==> src/pgtl_pkg.sv <==
// Shared types and constants of the periodic grid target lookup.
`default_nettype none

package pgtl_pkg;

	// Cell index width for the largest grid (256 x 256 x 256 cells)
	localparam int IDX_W = 24;

	// Command queue between front and back
	localparam int QUEUE_DEPTH = 8;
	localparam int QPW         = 3;

	// Restoring divider: one quotient bit per step over a 65-bit numerator
	localparam int DIV_STEPS = 65;

	// Configuration port
	localparam int          CFG_AW      = 5;
	localparam logic [31:0] INV_LEN_RST = 32'h0100_0000;  // 1.0 in Q8.24

	localparam logic [2:0] REG_BOX_LO_X      = 3'd0;
	localparam logic [2:0] REG_BOX_LO_Y      = 3'd1;
	localparam logic [2:0] REG_BOX_LO_Z      = 3'd2;
	localparam logic [2:0] REG_BOX_INV_LEN_X = 3'd3;
	localparam logic [2:0] REG_BOX_INV_LEN_Y = 3'd4;
	localparam logic [2:0] REG_BOX_INV_LEN_Z = 3'd5;
	localparam logic [2:0] REG_RAMP_STEPS    = 3'd6;

	// Box geometry as seen by the front end
	typedef struct packed {
		logic signed [31:0] lo_x;
		logic signed [31:0] lo_y;
		logic signed [31:0] lo_z;
		logic [31:0]        inv_x;
		logic [31:0]        inv_y;
		logic [31:0]        inv_z;
	} pgtl_geom_t;

	// Classified command: query reads idx, write stores a/b at idx when wr_ok
	typedef struct packed {
		logic             query;
		logic             wr_ok;
		logic [IDX_W-1:0] idx;
		logic [31:0]      a;  // timestep for a query, density for a write
		logic [31:0]      b;  // cell size for a write
	} pgtl_cmd_t;

endpackage

`default_nettype wire

==> src/pgtl_cmd_fifo.sv <==
// Command queue between the front end and the back end.
`default_nettype none

module pgtl_cmd_fifo import pgtl_pkg::*; (
	input  wire logic      clk,
	input  wire logic      arst_n,
	input  wire logic      push,
	input  wire pgtl_cmd_t din,
	input  wire logic      pop,
	output pgtl_cmd_t      dout,
	output logic           empty,
	output logic           full
);

	pgtl_cmd_t      mem_q [QUEUE_DEPTH];
	logic [QPW:0]   wr_q, rd_q;

	assign empty = (wr_q == rd_q);
	assign full  = (wr_q[QPW] != rd_q[QPW]) && (wr_q[QPW-1:0] == rd_q[QPW-1:0]);
	assign dout  = mem_q[rd_q[QPW-1:0]];

	always_ff @(posedge clk or negedge arst_n) begin
		if (!arst_n) begin
			wr_q <= '0;
			rd_q <= '0;
		end else begin
			if (push && !full) begin
				wr_q <= wr_q + (QPW+1)'(1);
			end
			if (pop && !empty) begin
				rd_q <= rd_q + (QPW+1)'(1);
			end
		end
	end

	always_ff @(posedge clk) begin
		if (push && !full) begin
			mem_q[wr_q[QPW-1:0]] <= din;
		end
	end

endmodule

`default_nettype wire

==> config.mk <==
export PLATFORM = sky130hd
export DESIGN_NAME = pgtl_cmd_fifo
export DESIGN_NICKNAME = d
export VERILOG_FILES = /design/src/pgtl_pkg.sv /design/src/pgtl_cmd_fifo.sv
export SDC_FILE = /design/constraint.sdc
export NUM_CORES = 1
export LEC_CHECK = 0
export BUFFER_PORTS_ARGS = -buffer_cell sky130_fd_sc_hd__buf_2
export CORE_MARGIN = 2
export CORE_UTILIZATION = 45
export DETAILED_ROUTE_END_ITERATION = 10
export PLACE_DENSITY_LB_ADDON = 0.3
export SLEW_MARGIN = 20
export SYNTH_ARGS = -nofsm -noshare
export SYNTH_HDL_FRONTEND = slang
export SYNTH_SLANG_ARGS = --single-unit
==> constraint.sdc <==
create_clock -name clk -period 9.6 [get_ports clk]
set_clock_uncertainty 0.15 [all_clocks]
set_input_delay 0.96 -clock clk [delete_from_list [all_inputs] [get_ports clk]]
set_output_delay 0.96 -clock clk [all_outputs]
set_load 0.05 [all_outputs]
# After elaboration in Yosys (flattened, before gate mapping)
# Memory sizes are Yosys's and may differ from the RTL's.
# Index checks and enable logic that the tools add are counted.
[totals]
regBits = 8
ram_bits = 720
inputBits = 94
output_inout_bits = 92
elab_cells = 15
mem_count = 1
[memory_table]
columns = ["name", "words", "word_bits", "read_ports", "rd_clocked_by_memory_dff", "write_ports", "line_no", "text"]
rows = [
  ["mem_q", 8, 90, 1, 0, 1, "pgtl_cmd_fifo.sv:15", "pgtl_cmd_t mem_q [QUEUE_DEPTH];"],
]
[classes]
add_sub_neg = 2
n_eq_ne = 3
muxes = 2
n_reduce_logical = 5
[ops]
columns = ["op", "count"]
rows = [
  ["$add A4 B1 Y4 const B", 2],
  ["$eq A4 B4 Y1", 1],
  ["$eq A3 B3 Y1", 1],
  ["$logic_and A1 B1 Y1", 3],
  ["$logic_not A1 Y1", 2],
  ["$mux W1", 2],
  ["$ne A1 B1 Y1", 1],
]

# Logic depth before layout (Yosys ltp)
[logic_depth]
depth_word = 6
depth_mapped = 6

# Worst setup path before layout
# Ideal clock, no wire load.
[synth_path]
path_type = "flip-flop to flip-flop"
from = "register rd_q[0]"
to = "memory mem_q[4][0] (netlist name), enable pin"
setup_time_ns = 0.760
t_arrival_ns = 9.687
path_slack_ns = -0.997
stages_incl_launch_ff = 5
n_path_buf = 1
path_cell_list = "dfrtp_1 buf_2 xor2_2 nor4_2 nor4_1"
[synth_between]
elab_chain_cells = 6
[synth_rtl]
columns = ["item", "line_no", "text"]
rows = [
  ["start, declared", "pgtl_cmd_fifo.sv:16", "logic [QPW:0] wr_q, rd_q;"],
  ["start signal, assigned", "pgtl_cmd_fifo.sv:31", "rd_q <= rd_q + (QPW+1)'(1);"],
  ["$eq A3 B3 Y1", "pgtl_cmd_fifo.sv:19", "assign full = (wr_q[QPW] != rd_q[QPW]) && (wr_q[QPW-1:0] == rd_q[QPW-1:0]);"],
  ["$logic_and A1 B1 Y1", "pgtl_cmd_fifo.sv:19", ""],
  ["named net full", "pgtl_cmd_fifo.sv:12", "output logic full"],
  ["$logic_not A1 Y1", "pgtl_cmd_fifo.sv:37", "if (push && !full) begin"],
  ["$logic_and A1 B1 Y1", "pgtl_cmd_fifo.sv:37", ""],
  ["$mux W1", "pgtl_cmd_fifo.sv:37", ""],
  ["$mux W1 (implied by the code)", "pgtl_cmd_fifo.sv:38", "mem_q[wr_q[QPW-1:0]] <= din;"],
  ["end, declared", "pgtl_cmd_fifo.sv:15", ""],
]
# The timed path passes the listed nets, and every way through them passes these cells.

==> metrics.txt <==
CP Capture Type=output pin; Routability Congestion=0.683; GRT Total Usage=0.173; Filler Cell Count=4,639; post-route antenna net violation count=0; HP Class=primary input to async pin; clk_lat worst skew=590 ps; worst IR drop on VDD=250 uV; RR Endpoint=mem_q[2][8]; via count=12.0k; 1st-pass router iterations=4; post-synthesis sequential area ratio=0.790; TritonCTS clock tree=built; fin nets=1,428; Starting Density=0.456; Die Y=252 um; Worst setup SP type=flop; Final min period=5360 ps; relative slew slack=0.297; Synth Instances=1,099; Arrival @ worst endpoint=4250 ps; Max Cap Viol=0; proportion of layout cells with a drive suffix above 1=0.435; largest net degree at the start of global routing=70; GRT Residual Overflow=0; post-synthesis register bit count=728; Die ar.=0.0634 mm2; Num Clock Sinks=728; clock slew at reported path FFs=60 ps; f_max=0.186 GHz; crit path to=dout[12]; buffer count from post-CTS setup fixing=0; Setup violations, final=0; cts bufs inserted=75; initial antenna violation count=7; CTS root buf=clkbuf_16; synthesis warning total=0; CTS Buffer Depth=3; commonest non-fill, non-tap cell in the layout=edfxtp_1; fin area=0.0318 mm2; crit path launch=rd_q[0]; Power Density=343 mW/mm2; crit path kind=flop to output pin; Psw=3900 uW; Worst R2R Path Depth=6; FF-to-FF Start=rd_q[1]; residual DRC count=0; TNS Setup=0 ps; synth unique cells=29; post-synthesis cell area=0.0276 mm2; Leakage=0.0103 uW; dpl cell area=0.0294 mm2; Post-Syn Area per Cell=25.1 um2; Post-DP HPWL=28,000 um; Synthesized Nets=1,195; FP Rows=90; final hold violations=0; Port Buffers=185; Area growth syn-to-layout=15.0%; chip width=252 um; detail-routed net length per standard cell=25.0 um; Critical Path RT=8490 ps; most frequent cells in the layout=edfxtp_1 (720), buf_2 (185), mux4_2 (180); vias in the first global route=12.7k; Switching Fraction=0.357; Critical Path Fanout Max=48; Clk pwr share=0.256; via/cell ratio=5.53; logic gate share of total power=0.351; final WL=54,200 um; crit share post-route=0.559; status=finished clean; Final Max Slew Viols=0; Slew @ Worst Pin=1050 ps; area of the core=0.0606 mm2; Hold Buf Count CTS=0; RSZ-0062 raised after global routing=false; number of DRC markers in iteration 0=771; Reg power frac=0.393; first-pass GRT wire length=80,600 um; I/O pins=186; P_int=7020 uW; CTS resizes=0; reg2reg setup slack=5530 ps; htree depth=3
[power by group through the flow]
stage / combinational [uW] / sequential (uW) / clock, uW
2_1_floorplan: 3190 / 4230 / 0
3_3_place_gp: 3890 / 4350 / 0
3_5_place_dp: 3910 / 4380 / 0
4_1_cts: 3920 / 4310 / 2870
5_1_grt: 4050 / 4350 / 2990
6_report: 3830 / 4300 / 2790
[worst min path at each step]
stage / to / slack (ps) / cells past startpoint
6_report: rd_q[3] / 50 / 1
5_1_grt: rd_q[3] / 40 / 1
4_1_cts: rd_q[3] / 20 / 1
3_5_place_dp: wr_q[3] / 430 / 2
3_3_place_gp: wr_q[3] / 430 / 2
2_1_floorplan: wr_q[3] / 390 / 2
[cell type report]
class                   instances  area [um2]  area share
clock inverters                36         369      0.0116
inverters                       2        7.51    0.000236
well taps                     782         978      0.0308
repair buffers                209        1110      0.0348
clock buffers                  93        1990      0.0625
multi-input cells             316        5510       0.173
diodes                          1        2.50   0.0000787
flip-flops and latches        728       21800       0.687
[through the flow]
stage	hold WS [ps]	power, uW	setup WS, ps	util	instances
2_1_floorplan	395	7420	1500	-	1099
5_1_grt	42.4	11400	3830	0.525	2167
4_1_cts	25.0	11100	4040	0.525	2166
6_report	52.5	10900	4240	0.525	2167
3_3_place_gp	430	8250	4690	0.486	2037
3_5_place_dp	435	8290	4700	0.486	2037
[state kept, by name (all words and copies together), names as in the netlist]
name	count
wr_q	4
mem_q	720
rd_q	4
[logic make-up after synthesis]
group                      count (synthesis)  synth area share
DFF                                      728             0.790
and+or+nand+nor                           24           0.00489
buffers and inverters                     55            0.0133
xor gates and xnor gates                   9           0.00367
muxes                                    272             0.184
adders and majority gates                  2          0.000905
AOI/OAI and AO/OA                          9           0.00340
[synthesized netlist by cell type]
master | instances | share of area
xnor2_1 | 5 | 0.0016
nand4_1 | 2 | 0.00045
nand2b_1 | 2 | 0.00045
buf_1 | 7 | 0.00095
mux2_1 | 2 | 0.00081
clkbuf_1 | 12 | 0.0016
and4_1 | 2 | 0.00063
nor3_1 | 3 | 0.00054
and2_1 | 2 | 0.00045
edfxtp_1 | 720 | 0.78
nor4_1 | 1 | 0.00023
dfrtp_1 | 8 | 0.0072
buf_2 | 15 | 0.0027
mux4_2 | 180 | 0.15
xor2_2 | 3 | 0.0018
nand2_1 | 4 | 0.00054
ha_1 | 2 | 0.00091
nor4_2 | 1 | 0.00045
o311ai_0 | 2 | 0.00063
or3_1 | 1 | 0.00023
mux2_2 | 90 | 0.037
inv_1 | 2 | 0.00027
o311ai_1 | 2 | 0.00063
nor2b_1 | 1 | 0.00023
xor2_1 | 1 | 0.00032
o41ai_2 | 2 | 0.0012
nor2_1 | 5 | 0.00068
o41ai_1 | 3 | 0.00095
buf_6 | 19 | 0.0077
[critical path, cell delays in order (launching register included)]
cell and delay (ps):
dfrtp_4 1000, buf_4 580, buf_4 830, mux4_2 610, mux2_2 280, buf_2 210
[routing by layer]
metal  up-vias  global-route usage  routed length (um)
met5         -                   0                  58
met4        10              0.0531                 972
met3        69              0.0385                2700
met2       263               0.289               27500
met1      6447               0.230               23000
li1       5204                   -                   -
(Power assumes the default switching activity.)
